File: config.mk
export PLATFORM = sky130hd
export DESIGN_NAME = bldc_six_step_commutator_top
export DESIGN_NICKNAME = d
export VERILOG_FILES = /design/src/hdl/bssc_pkg.sv /design/src/hdl/bssc_seq.sv /design/src/hdl/bssc_mult.sv /design/src/hdl/bssc_drive.sv /design/src/hdl/bldc_six_step_commutator_top.sv
export VERILOG_INCLUDE_DIRS = /design/src /design/src/hdl
export SDC_FILE = /design/constraint.sdc
export NUM_CORES = 1
export LEC_CHECK = 0
export BUFFER_PORTS_ARGS = -buffer_cell sky130_fd_sc_hd__buf_2
export CAP_MARGIN = 10
export CORE_MARGIN = 1
export CORE_UTILIZATION = 60
export DETAILED_ROUTE_END_ITERATION = 12
export GPL_TIMING_DRIVEN = 0
export HOLD_SLACK_MARGIN = 0.15
export PLACE_DENSITY = 0.88
export RECOVER_POWER = 100
export SLEW_MARGIN = 20
export SYNTH_ARGS = -nofsm -noshare
export SYNTH_HDL_FRONTEND = slang
export SYNTH_SLANG_ARGS = --single-unit
File: constraint.sdc
create_clock -name clk_i -period 11.6 [get_ports clk_i]
set_input_delay 0.58 -clock clk_i [delete_from_list [all_inputs] [get_ports clk_i]]
set_output_delay 0.58 -clock clk_i [all_outputs]
set_load 0.005 [all_outputs]
File: src/hdl/bldc_six_step_commutator_top_assert.svh
// ----------------------------------------------------------------------------
// bldc six-step commutator assertion macros
// concurrent assertion wrappers clocked on clk_i
// ----------------------------------------------------------------------------
`ifndef BLDC_SIX_STEP_COMMUTATOR_TOP_ASSERT_SVH
`define BLDC_SIX_STEP_COMMUTATOR_TOP_ASSERT_SVH

// checked only outside reset
`define BSSC_ASSERT(lbl, prop, msg) \
  lbl: assert property (@(posedge clk_i) disable iff (!rst_ni) (prop)) else $error(msg);

// checked at every edge, reset included
`define BSSC_ASSERT_ALWAYS(lbl, prop, msg) \
  lbl: assert property (@(posedge clk_i) (prop)) else $error(msg);

`endif

File: src/hdl/bssc_pkg.sv
// ----------------------------------------------------------------------------
// bssc_pkg
// shared types, constants and step tables of the six-step commutator
// ----------------------------------------------------------------------------
`default_nettype none

package bssc_pkg;

  localparam int unsigned STEP_COUNT = 6;
  localparam int unsigned STEP_W     = $clog2(STEP_COUNT);

  localparam logic [STEP_W-1:0] LAST_STEP  = STEP_W'(STEP_COUNT - 1);
  localparam logic [6:0]        DUTY_FULL  = 7'd100;
  localparam logic [16:0]       PERIOD_MAX = 17'd65536;
  localparam logic [2:0]        MARK_CODE  = 3'd1;

  // floor(x / 100) for x below 2**23: (x * ceil(2**30 / 100)) >> 30
  localparam logic [23:0] RECIP_MUL   = 24'd10737419;
  localparam int unsigned RECIP_SHIFT = 30;

  typedef enum logic [1:0] {
    STAGE_STARTUP = 2'd0,
    STAGE_ALIGN   = 2'd1,
    STAGE_RUN     = 2'd2
  } stage_e;

  typedef enum logic [1:0] {
    CMD_HOLD  = 2'd0,
    CMD_CLEAR = 2'd1,
    CMD_DRIVE = 2'd2
  } cmd_e;

  typedef enum logic [2:0] {
    REG_STARTUP_DUTY   = 3'd0,
    REG_ALIGN_DUTY     = 3'd1,
    REG_RUN_DUTY       = 3'd2,
    REG_STEP_THRESHOLD = 3'd3,
    REG_ROUND_LIMIT    = 3'd4,
    REG_ALIGN_FACTOR   = 3'd5,
    REG_PWM_PERIOD     = 3'd6,
    REG_SEQUENCE_CODES = 3'd7
  } reg_e;

  typedef struct packed {
    logic [6:0]  startup_duty;
    logic [6:0]  align_duty;
    logic [6:0]  run_duty;
    logic [15:0] step_threshold;
    logic [7:0]  round_limit;
    logic [3:0]  align_factor;
    logic [16:0] pwm_period;
    logic [17:0] sequence_codes;
  } cfg_t;

  // step command leaving the sequencer
  typedef struct packed {
    cmd_e              kind;
    logic [STEP_W-1:0] step;
    logic [16:0]       period;
    logic [6:0]        duty;
    stage_e            stage;
    logic [STEP_W-1:0] index;
    logic              did;
    logic              mark;
  } cmd_t;

  // step command with period times duty
  typedef struct packed {
    cmd_e              kind;
    logic [STEP_W-1:0] step;
    logic [16:0]       period;
    logic [22:0]       product;
    stage_e            stage;
    logic [STEP_W-1:0] index;
    logic              did;
    logic              mark;
  } prod_t;

  typedef struct packed {
    logic [16:0]       high_a;
    logic [16:0]       high_b;
    logic [16:0]       high_c;
    logic [16:0]       low_a;
    logic [16:0]       low_b;
    logic [16:0]       low_c;
    stage_e            stage;
    logic [STEP_W-1:0] index;
    logic [15:0]       center;
    logic              did;
    logic              mark;
  } res_t;

  // phase driven high per step: a a b b c c
  function automatic logic [1:0] high_phase(input logic [STEP_W-1:0] s);
    logic [1:0] p;
    case (s)
      3'd0, 3'd1: p = 2'd0;
      3'd2, 3'd3: p = 2'd1;
      default:    p = 2'd2;
    endcase
    return p;
  endfunction

  // phase pulled low per step: b c c a a b
  function automatic logic [1:0] low_phase(input logic [STEP_W-1:0] s);
    logic [1:0] p;
    case (s)
      3'd0, 3'd5: p = 2'd1;
      3'd1, 3'd2: p = 2'd2;
      default:    p = 2'd0;
    endcase
    return p;
  endfunction

  function automatic logic [STEP_W-1:0] next_step(input logic [STEP_W-1:0] s);
    return (s >= LAST_STEP) ? '0 : STEP_W'(s + 1'b1);
  endfunction

  function automatic logic [2:0] code_of(input logic [17:0] codes,
                                         input logic [STEP_W-1:0] s);
    logic [2:0] c;
    case (s)
      3'd0:    c = codes[2:0];
      3'd1:    c = codes[5:3];
      3'd2:    c = codes[8:6];
      3'd3:    c = codes[11:9];
      3'd4:    c = codes[14:12];
      default: c = codes[17:15];
    endcase
    return c;
  endfunction

  function automatic logic [6:0] sat_duty(input logic [6:0] d);
    return (d > DUTY_FULL) ? DUTY_FULL : d;
  endfunction

endpackage

`default_nettype wire

File: src/hdl/bssc_seq.sv
// ----------------------------------------------------------------------------
// bssc_seq
// stage, step index, pacing and round counters; issues one step command per tick
// ----------------------------------------------------------------------------
`default_nettype none

module bssc_seq (
  input  logic          clk_i,
  input  logic          rst_ni,
  input  bssc_pkg::cfg_t cfg_i,
  input  logic          valid_i,
  output logic          ready_o,
  input  logic          stop_i,
  input  logic [2:0]    code_i,
  output logic          valid_o,
  input  logic          ready_i,
  output bssc_pkg::cmd_t cmd_o
);
  import bssc_pkg::*;

  stage_e            stage_q, stage_d;
  logic [STEP_W-1:0] index_q, index_d;
  logic [15:0]       pace_q, pace_d;
  logic [7:0]        su_rounds_q, su_rounds_d;
  logic [11:0]       al_rounds_q, al_rounds_d;
  logic              valid_q;
  cmd_t              cmd_q, cmd_d;

  logic              accept;
  logic              fire;
  logic [STEP_W-1:0] nxt;
  logic              code_hit;
  logic [11:0]       align_limit;
  logic [11:0]       rounds_cur;
  logic [11:0]       limit_cur;
  logic              round_done;
  logic [16:0]       per_sat;

  assign ready_o = !valid_q || ready_i;
  assign accept  = valid_i && ready_o;

  assign fire        = pace_q >= cfg_i.step_threshold;
  assign nxt         = next_step(index_q);
  assign code_hit    = code_i == code_of(cfg_i.sequence_codes, nxt);
  assign align_limit = {4'd0, cfg_i.round_limit} * {8'd0, cfg_i.align_factor};
  assign rounds_cur  = (stage_q == STAGE_ALIGN) ? al_rounds_q : {4'd0, su_rounds_q};
  assign limit_cur   = (stage_q == STAGE_ALIGN) ? align_limit : {4'd0, cfg_i.round_limit};
  assign round_done  = (index_q == LAST_STEP) && (rounds_cur >= limit_cur);
  assign per_sat     = (cfg_i.pwm_period > PERIOD_MAX) ? PERIOD_MAX : cfg_i.pwm_period;

  // stage transitions
  always_comb begin
    stage_d = stage_q;
    if (accept) begin
      if (stop_i) begin
        stage_d = STAGE_STARTUP;
      end else begin
        unique case (stage_q)
          STAGE_STARTUP: if (fire && round_done) stage_d = STAGE_ALIGN;
          STAGE_ALIGN:   if (fire && round_done) stage_d = STAGE_RUN;
          default:       stage_d = stage_q;
        endcase
      end
    end
  end

  // counters and step command
  always_comb begin
    index_d     = index_q;
    pace_d      = pace_q;
    su_rounds_d = su_rounds_q;
    al_rounds_d = al_rounds_q;
    cmd_d       = cmd_q;
    if (accept) begin
      cmd_d.kind   = CMD_HOLD;
      cmd_d.step   = index_q;
      cmd_d.period = per_sat;
      cmd_d.duty   = '0;
      cmd_d.did    = 1'b0;
      cmd_d.mark   = 1'b0;
      if (stop_i) begin
        cmd_d.kind = CMD_CLEAR;
      end else begin
        case (stage_q) inside
          STAGE_STARTUP, STAGE_ALIGN: begin
            if (!fire) begin
              pace_d = pace_q + 16'd1;
            end else begin
              pace_d     = '0;
              cmd_d.kind = CMD_DRIVE;
              cmd_d.duty = sat_duty((stage_q == STAGE_ALIGN) ? cfg_i.align_duty
                                                             : cfg_i.startup_duty);
              cmd_d.did  = 1'b1;
              if (round_done) begin
                // stage ends, index stays on the last step
                if (stage_q == STAGE_ALIGN) al_rounds_d = '0;
                else                        su_rounds_d = '0;
              end else begin
                if (index_q == LAST_STEP) begin
                  if (stage_q == STAGE_ALIGN) al_rounds_d = al_rounds_q + 12'd1;
                  else                        su_rounds_d = su_rounds_q + 8'd1;
                end
                index_d = nxt;
              end
            end
          end
          default: begin
            if (code_hit) begin
              index_d    = nxt;
              cmd_d.kind = CMD_DRIVE;
              cmd_d.step = nxt;
              cmd_d.duty = sat_duty(cfg_i.run_duty);
              cmd_d.did  = 1'b1;
              cmd_d.mark = code_i == MARK_CODE;
            end
          end
        endcase
      end
      cmd_d.stage = stage_d;
      cmd_d.index = index_d;
    end
  end

  always_ff @(posedge clk_i or negedge rst_ni) begin
    if (!rst_ni) begin
      stage_q     <= STAGE_STARTUP;
      index_q     <= '0;
      pace_q      <= '0;
      su_rounds_q <= '0;
      al_rounds_q <= '0;
      valid_q     <= 1'b0;
    end else begin
      stage_q     <= stage_d;
      index_q     <= index_d;
      pace_q      <= pace_d;
      su_rounds_q <= su_rounds_d;
      al_rounds_q <= al_rounds_d;
      if (ready_o) valid_q <= accept;
    end
  end

  always_ff @(posedge clk_i) begin
    cmd_q <= cmd_d;
  end

  assign valid_o = valid_q;
  assign cmd_o   = cmd_q;

endmodule

`default_nettype wire

File: src/hdl/bssc_mult.sv
// ----------------------------------------------------------------------------
// bssc_mult
// period times duty percent, registered
// ----------------------------------------------------------------------------
`default_nettype none

module bssc_mult (
  input  logic           clk_i,
  input  logic           rst_ni,
  input  logic           valid_i,
  output logic           ready_o,
  input  bssc_pkg::cmd_t  cmd_i,
  output logic           valid_o,
  input  logic           ready_i,
  output bssc_pkg::prod_t prod_o
);
  import bssc_pkg::*;

  logic        valid_q;
  prod_t       prod_q;
  logic [23:0] full;

  assign ready_o = !valid_q || ready_i;

  // at most 65536 * 100, fits 23 bits
  assign full = {7'd0, cmd_i.period} * {17'd0, cmd_i.duty};

  always_ff @(posedge clk_i or negedge rst_ni) begin
    if (!rst_ni) begin
      valid_q <= 1'b0;
    end else if (ready_o) begin
      valid_q <= valid_i;
    end
  end

  always_ff @(posedge clk_i) begin
    if (ready_o && valid_i) begin
      prod_q.kind    <= cmd_i.kind;
      prod_q.step    <= cmd_i.step;
      prod_q.period  <= cmd_i.period;
      prod_q.product <= full[22:0];
      prod_q.stage   <= cmd_i.stage;
      prod_q.index   <= cmd_i.index;
      prod_q.did     <= cmd_i.did;
      prod_q.mark    <= cmd_i.mark;
    end
  end

  assign valid_o = valid_q;
  assign prod_o  = prod_q;

endmodule

`default_nettype wire

File: src/hdl/bssc_drive.sv
// ----------------------------------------------------------------------------
// bssc_drive
// divide by 100 and update the held channel compares; result register
// ----------------------------------------------------------------------------
`default_nettype none

module bssc_drive (
  input  logic           clk_i,
  input  logic           rst_ni,
  input  logic           valid_i,
  output logic           ready_o,
  input  bssc_pkg::prod_t prod_i,
  output logic           valid_o,
  input  logic           ready_i,
  output bssc_pkg::res_t  res_o
);
  import bssc_pkg::*;

  logic        valid_q;
  res_t        res_q, res_d;
  logic [46:0] scaled;
  logic [16:0] quot;
  logic [1:0]  hp, lp;

  assign ready_o = !valid_q || ready_i;

  assign scaled = {1'b0, prod_i.product} * {23'd0, RECIP_MUL};
  assign quot   = scaled[RECIP_SHIFT +: 17];
  assign hp     = high_phase(prod_i.step);
  assign lp     = low_phase(prod_i.step);

  always_comb begin
    res_d       = res_q;
    res_d.stage = prod_i.stage;
    res_d.index = prod_i.index;
    res_d.did   = prod_i.did;
    res_d.mark  = prod_i.mark;
    case (prod_i.kind)
      CMD_CLEAR, CMD_DRIVE: begin
        res_d.high_a = '0;
        res_d.high_b = '0;
        res_d.high_c = '0;
        res_d.low_a  = '0;
        res_d.low_b  = '0;
        res_d.low_c  = '0;
        res_d.center = '0;
        if (prod_i.kind == CMD_DRIVE) begin
          case (hp)
            2'd0:    res_d.high_a = quot;
            2'd1:    res_d.high_b = quot;
            default: res_d.high_c = quot;
          endcase
          case (lp)
            2'd0:    res_d.low_a = prod_i.period;
            2'd1:    res_d.low_b = prod_i.period;
            default: res_d.low_c = prod_i.period;
          endcase
          // only one high side is nonzero, so it is the largest
          res_d.center = quot[16:1];
        end
      end
      default: ;
    endcase
  end

  always_ff @(posedge clk_i or negedge rst_ni) begin
    if (!rst_ni) begin
      valid_q <= 1'b0;
      res_q   <= '0;
    end else if (ready_o) begin
      valid_q <= valid_i;
      if (valid_i) res_q <= res_d;
    end
  end

  assign valid_o = valid_q;
  assign res_o   = res_q;

endmodule

`default_nettype wire

File: src/hdl/bldc_six_step_commutator_top.sv
// a tick transaction is registered in the sequencer, then in the multiply stage, then in the drive stage
// throughput: one tick per cycle while the result stream is not stalled, three registered stages (sequencer,
//   multiply, divide by 100 with channel update) each hand off through their own ready
// reset: start-up stage, step 0, pacing and round counters zero, all compares zero,
//   configuration registers at their documented defaults
// ----------------------------------------------------------------------------
// bldc_six_step_commutator_top
// six-step trapezoidal commutator: open-loop start-up and align, then
// back-emf comparator driven run, producing six channel compare values
// ----------------------------------------------------------------------------
`default_nettype none

`include "bldc_six_step_commutator_top_assert.svh"

module bldc_six_step_commutator_top (
  input  logic         clk_i,
  input  logic         rst_ni,
  // configuration writes
  input  logic         cfg_we_i,
  input  logic [2:0]   cfg_addr_i,
  input  logic [17:0]  cfg_data_i,
  // tick stream in
  input  logic         s_axis_tvalid,
  output logic         s_axis_tready,
  input  logic [7:0]   s_axis_tdata,   // comp_a, comp_b, comp_c, zero pad
  input  logic         s_axis_tuser,   // func (1 = stop motor)
  // result stream out
  output logic         m_axis_tvalid,
  input  logic         m_axis_tready,
  // high_a_compare, high_b_compare, high_c_compare, low_a_compare,
  // low_b_compare, low_c_compare, stage_code, step_index, half_compare,
  // commutated, revolution_mark, zero pad
  output logic [127:0] m_axis_tdata
);
  import bssc_pkg::*;

  cfg_t  cfg_q;
  cmd_t  cmd;
  prod_t prod;
  res_t  res;
  logic  seq_valid, seq_ready;
  logic  mult_valid, mult_ready;
  logic  drv_ready;

  // configuration registers; the user must write them only while idle, the block does not enforce it
  always_ff @(posedge clk_i or negedge rst_ni) begin
    if (!rst_ni) begin
      cfg_q.startup_duty   <= 7'd50;
      cfg_q.align_duty     <= 7'd50;
      cfg_q.run_duty       <= 7'd25;
      cfg_q.step_threshold <= 16'd1;
      cfg_q.round_limit    <= 8'd5;
      cfg_q.align_factor   <= 4'd2;
      cfg_q.pwm_period     <= 17'd3600;
      cfg_q.sequence_codes <= 18'd156877;   // codes 5 1 3 2 6 4
    end else if (cfg_we_i) begin
      unique case (reg_e'(cfg_addr_i))
        REG_STARTUP_DUTY:   cfg_q.startup_duty   <= cfg_data_i[6:0];
        REG_ALIGN_DUTY:     cfg_q.align_duty     <= cfg_data_i[6:0];
        REG_RUN_DUTY:       cfg_q.run_duty       <= cfg_data_i[6:0];
        REG_STEP_THRESHOLD: cfg_q.step_threshold <= cfg_data_i[15:0];
        REG_ROUND_LIMIT:    cfg_q.round_limit    <= cfg_data_i[7:0];
        REG_ALIGN_FACTOR:   cfg_q.align_factor   <= cfg_data_i[3:0];
        REG_PWM_PERIOD:     cfg_q.pwm_period     <= cfg_data_i[16:0];
        REG_SEQUENCE_CODES: cfg_q.sequence_codes <= cfg_data_i;
        default: ;
      endcase
    end
  end

  // stage 1: state update, one step command per tick transaction
  bssc_seq u_seq (
    .clk_i   (clk_i),
    .rst_ni  (rst_ni),
    .cfg_i   (cfg_q),
    .valid_i (s_axis_tvalid),
    .ready_o (s_axis_tready),
    .stop_i  (s_axis_tuser),
    .code_i  (s_axis_tdata[2:0]),   // c*4 + b*2 + a
    .valid_o (seq_valid),
    .ready_i (seq_ready),
    .cmd_o   (cmd)
  );

  // stage 2: period times duty
  bssc_mult u_mult (
    .clk_i   (clk_i),
    .rst_ni  (rst_ni),
    .valid_i (seq_valid),
    .ready_o (seq_ready),
    .cmd_i   (cmd),
    .valid_o (mult_valid),
    .ready_i (mult_ready),
    .prod_o  (prod)
  );

  // stage 3: scale to compare, held channel state doubles as output register
  bssc_drive u_drive (
    .clk_i   (clk_i),
    .rst_ni  (rst_ni),
    .valid_i (mult_valid),
    .ready_o (mult_ready),
    .prod_i  (prod),
    .valid_o (m_axis_tvalid),
    .ready_i (m_axis_tready),
    .res_o   (res)
  );

  assign drv_ready = mult_ready;

  assign m_axis_tdata = {3'd0, res.mark, res.did, res.center, res.index, res.stage,
                         res.low_c, res.low_b, res.low_a,
                         res.high_c, res.high_b, res.high_a};

  // ---- assertions ----
  logic [2:0] high_nz, low_nz;
  assign high_nz = {|res.high_c, |res.high_b, |res.high_a};
  assign low_nz  = {|res.low_c, |res.low_b, |res.low_a};

  `BSSC_ASSERT(a_one_high, $countones(high_nz) <= 1, "more than one high side driven")
  `BSSC_ASSERT(a_one_low, $countones(low_nz) <= 1, "more than one low side driven")
  `BSSC_ASSERT(a_center, res.center == 16'((res.high_a | res.high_b | res.high_c) >> 1), "pulse center mismatch")
  `BSSC_ASSERT(a_mark_run, m_axis_tvalid && res.mark |-> res.did && res.stage == STAGE_RUN, "revolution mark outside run step")
  `BSSC_ASSERT(a_drv_stall, m_axis_tvalid && !m_axis_tready |-> !drv_ready, "drive stage advanced while stalled")

endmodule

`default_nettype wire
# == Yosys cells after proc, flatten, opt, wreduce, memory -nomap -nowiden ==
# Cells that the tools add are included.
# word_totals
register_bits,341
in_bits,35
out_inout_bits,130
word_cells,168
# classes
n_addsub,4
n_mul,3
order_cmp,6
n_eq_ne,23
muxes,47
n_bitwise,3
n_reduce_logical,39
# op_table
operator,n
102-bit 2-to-1 mux,1
17-bit 2-to-1 mux,6
12-bit 2-to-1 mux,6
"23-bit by 24-bit multiplier with 47-bit output, second input constant",1
7-bit 2-to-1 mux,6
16-bit 2-to-1 mux,2
8-bit 2-to-1 mux,4
3-bit 2-to-1 mux,8
17-bit by 7-bit multiplier with 23-bit output,1
"3-bit equality test, second input constant",7
"3-bit by 2-bit equality test with 1-bit output, second input constant",6
2-bit AND reduction,9
"17-bit > comparator, second input constant",1
"16-bit by 1-bit adder with 16-bit output, second input constant",1
16-bit >= comparator,1
2-bit OR reduction,8
3-bit one-hot mux with 5 select lines,1
"7-bit > comparator, second input constant",2
2-bit 2-to-1 mux,7
"12-bit by 1-bit adder with 12-bit output, second input constant",1
"3-bit by 1-bit equality test with 1-bit output, second input constant",4
12-bit >= comparator,1
8-bit by 4-bit multiplier with 12-bit output,1
2-bit one-hot mux with 2 select lines,3
other kinds (18),37

# == Longest topological paths before layout ==
# logic_depth
ltp_word,9
mapped_depth,25

# == By module ==
# A second synthesis with hierarchy kept.
# unflattened
hier_cells,2696
hier_area_um2,28768.8
# by_module_without_submodules
mod,instances,cells_per_inst,area_per_inst_um2
bssc_drive,1,1397,14418.8
bssc_seq,1,627,5769.3
bssc_mult,1,482,5263.8
bldc_six_step_commutator_top,1,190,3316.9

# == Worst setup path after synthesis ==
# Ideal clock, no wire load.
# synth_timing
path_kind,register to register
start,reg u_mult.prod_q (netlist bit u_mult.prod_o[13])
end,reg u_drive.res_q (netlist bit u_drive.res_o[16])
setup_time_ns,0.126
arrival_ns,6.272
required_time_ns,11.474
path_slack_ns,5.202
path_stages_with_launch,23
synth_period_minus_slack_ns,6.398
cell_sequence,edfxtp_1 > inv_1 > fa_1 > inv_1 > fa_1 > inv_1 > fa_1 > fa_1 > inv_1 > fa_1 > fa_1 > inv_1 > fa_1 > inv_1 > ha_1 > nand4_1 > nor4_1 > nand2_1 > a21o_1 > and2_1 > a21oi_1 > mux2_2 > a221o_1
# synth_between
elab_chain_cells,2
# synth_lines
item,line_no,rtl
"start, declared",bssc_mult.sv:20,prod_t prod_q;
23-bit by 24-bit multiplier with 47-bit output,bssc_drive.sv:27,"assign scaled = {1'b0, prod_i.product} * {23'd0, RECIP_MUL};"
16-bit 2-to-1 mux,bssc_drive.sv:47,if (prod_i.kind == CMD_DRIVE) begin
"end signal, assigned",bssc_drive.sv:72,if (valid_i) res_q <= res_d;
"end, declared",bssc_drive.sv:20,"res_t res_q, res_d;"
# Every way passes these cells.
# A chain may end at the register's enable or synchronous reset.

# == Worst setup path in the final report ==
# layout_timing
start,reg u_mult.prod_q (netlist bit u_mult.prod_o[18])
end,reg u_drive.res_q (netlist bit u_drive.res_o[104])
# layout_between
elab_chain_cells,3
# layout_lines
item,line_no,rtl
23-bit by 24-bit multiplier with 47-bit output,bssc_drive.sv:27,
17-bit 2-to-1 mux,bssc_drive.sv:48,case (hp)
102-bit 2-to-1 mux,bssc_drive.sv:47,
# Every way passes these cells.

==> out/results.txt <==
Run status = finished with violations
Failing checks = capacitance limit, slew limit
Final setup margin = 3790 ps
Number of flops mapped to enable cells by yosys = 86
Most frequent cells in the layout = 449 x inv_1, 333 x ha_1, 280 x fa_1, 263 x nand2_1, 227 x dfrtp_1
Clock Latency Late Sink = 550 ps
Number of global-route vias before repair = 21600
Synthesized flop and latch total = 339
R2r setup slk = 3790 ps
Actual slew at the worst max-slew pin = 5570 ps
FILL cells = 3396
Sequential share of the synthesized area = 0.317
Mapped Cells = 2682
Post-CTS Setup Inserts = 0
RR Endpoint = u_drive.res_o[104]
Share of flip-flops with an asynchronous set or reset = 0.746
CTS sink cnt = 339
First-pass detailed-route iteration total = 6
Final hold violation count = 0
Routability congestion estimate = 0.957
Layout cells sized above 1 = 0.0947
Final setup vio count = 0
CTS root buf = clkbuf_16
Mapped Area = 28200 sq um
DRT iter0 DRCs = 1766
Final #Nets = 3526
Crit Path Max Fanout = 6
Final antenna-violating net count = 0
Data required, critical path = 11990 ps
Cts bufs inserted = 35
Vias/cell = 5.91
Area delta synth->final = 9.41%
Initial antenna violation count = 0
Crit end category = register
Die width = 219 um
Area leader, netlist = dfrtp_1
Placed Instances = 3447
Cell variety after synth = 82
Ys Warns = 0
Final slew viol count = 185
Setup TNS = 0 ps
Final std cells w/o fill = 3512
Area of the core = 46500 sq um
Synth top area share = 0.201
Reg-to-Reg Start = u_mult.prod_o[18]
Hold Path Class = input pin to register
Startpoint Class = register
Worst Reg2Reg Path Length in Cells = 20
WS Path Type = register to register
First-pass GRT wire length = 111 mm
Ratio of final minimum period to clock period = 0.674
Largest net degree at the start of global routing = 110
Die Y = 219 um
Final WL = 69.2 mm
H-tree levels = 2
MaxCap Viol Count = 3
Worst hold slack = 249 ps
Vias post-DR = 20800
Number of port buffers = 153
Syn_area_per_cell = 10.5 sq um
Hold path cells = 2
Reg clk slew, reported paths = 60 ps
All-Layer GR Usage = 0.295
Clk buf depth = 3
WHS Endpoint = u_seq.valid_o
Slew margin rel. = -2.71
Top FF cell, synth = dfrtp_1
Post-detailed-route wirelength per cell = 19.7 um
ANT cells = 0
Clock tree from TritonCTS = yes
Worst min-delay path startpoint = s_axis_tvalid
Clock Skew = 17.2 ps
Drt drc = 0
DPL Wire Length = 54.2 mm
Initial Util = 0.608
Area contributors post-synth = dfrtp_1 20%, fa_1 20%, ha_1 15%, edfxtp_1 9.1%, inv_1 6.0%
Fmax = 0.128 GHz
Unrepaired setup endpoints after global routing = no
Row Count = 79
Commonest non-fill, non-tap cell in the layout = inv_1
Period minus WS final = 7810 ps
PostCTS Resize Cnt = 0
GR Overflow Total = 0
Place WS = 3960 ps
# IOs = 165
Worst EP arrival = 8200 ps
DIE AREA = 48000 sq um
-- through the flow --
step                      instance area (sq um)  utilization
final                                     30900        0.665
after global routing                      30900        0.665
after CTS                                 31100        0.669
after detailed placement                  29900        0.643
after global placement                    29800        0.641
after floorplan                           28300            -
-- cells by family (layout without fill, tap and decap cells) --
group	Yosys count	count (layout)	share of synthesized area
compound gates	413	413	0.0980
fa+ha+maj	613	613	0.346
simple gates	632	632	0.109
buf+inv	519	740	0.0698
mux	116	116	0.0454
flops	339	339	0.317
xor+xnor	49	49	0.0152
other cells	1	3	0.000133
-- how the worst max path moves through the flow --
stage	startpoint	to	slack, ps	depth (start not counted)
after floorplan	u_mult.prod_o[13]	u_drive.res_o[16]	5200	22
after global placement	u_mult.prod_o[13]	u_drive.res_o[87]	4100	22
after detailed placement	u_mult.prod_o[13]	u_drive.res_o[104]	3960	22
after CTS	u_mult.prod_o[13]	u_drive.res_o[87]	3940	22
after global routing	rst_ni	u_seq.index_q[2]	2720	3
final	u_mult.prod_o[18]	u_drive.res_o[104]	3790	20
-- worst max-delay path: stages, from the launching register on --
cell and delay [ps]:
edfxtp_1 630, inv_1 190, fa_1 580, fa_1 570
inv_1 50, ha_1 310, fa_1 480, fa_1 520
fa_1 550, inv_1 50, fa_1 530, inv_1 40
ha_1 340, a21oi_1 190, o21ai_0 170, nor4b_1 680
a31oi_1 210, a21oi_1 560, nor4_1 140, a311oi_1 640
o21ai_0 220
-- synth_stat cells (9+ instances only) --
cell and count:
a21o_1 45, a21oi_1 70, a22o_1 37, a31oi_1 12, and2_1 75, and3_1 26, clkbuf_1 56, dfrtp_1 227
dfstp_2 26, edfxtp_1 86, fa_1 280, ha_1 333, inv_1 449, mux2_2 94, mux2i_1 20, nand2_1 263
nand2b_1 32, nand3_1 25, nand4_1 25, nor2_1 86, nor2b_1 30, nor3_1 23, o21a_1 9, o21ai_0 118
o21bai_1 13, o31ai_1 27, or2_2 10, or3_1 9, xnor2_1 33, xor2_1 16
-- sequential cells by signal (all words and copies together), names as in the netlist --
register and flops:
u_drive.valid_o 1, u_seq.stage_q 2, cfg_q 84, u_seq.su_rounds_q 8, u_seq.pace_q 16, u_mult.prod_o 51, u_drive.res_o 125, u_mult.valid_o 1
u_seq.al_rounds_q 12, u_seq.valid_o 1, u_seq.index_q 3, u_seq.cmd_o 35
-- what timing repair did --
action | 4_1_cts | 5_1_grt
hold buffers | 1 | 0
endpoints found under the hold margin | 32 | 0
endpoints found under the setup margin | 0 | 0
-- layer usage --
layer  share of wire  vias up  global-route usage
met5               0        -                   0
met4           0.040        0               0.117
met3           0.063      196              0.0446
met2            0.50      841               0.515
met1            0.40    10400               0.367
li1                -     9333                   -
-- layout make-up --
type                    instances  area [sq um]  share of cell area
plain buffers                  70           284             0.00919
clock buffers                  56          1120              0.0364
clock inverters                 8          93.8             0.00304
inverters                     449          1690              0.0545
multi-input cells            1826         17300               0.560
flip-flops and latches        339          8950               0.289
well taps                     607           759              0.0246
repair buffers                157           718              0.0232
Power is not shown: default switching activity piles up to over one toggle a cycle in this logic, so the estimate is an artifact.
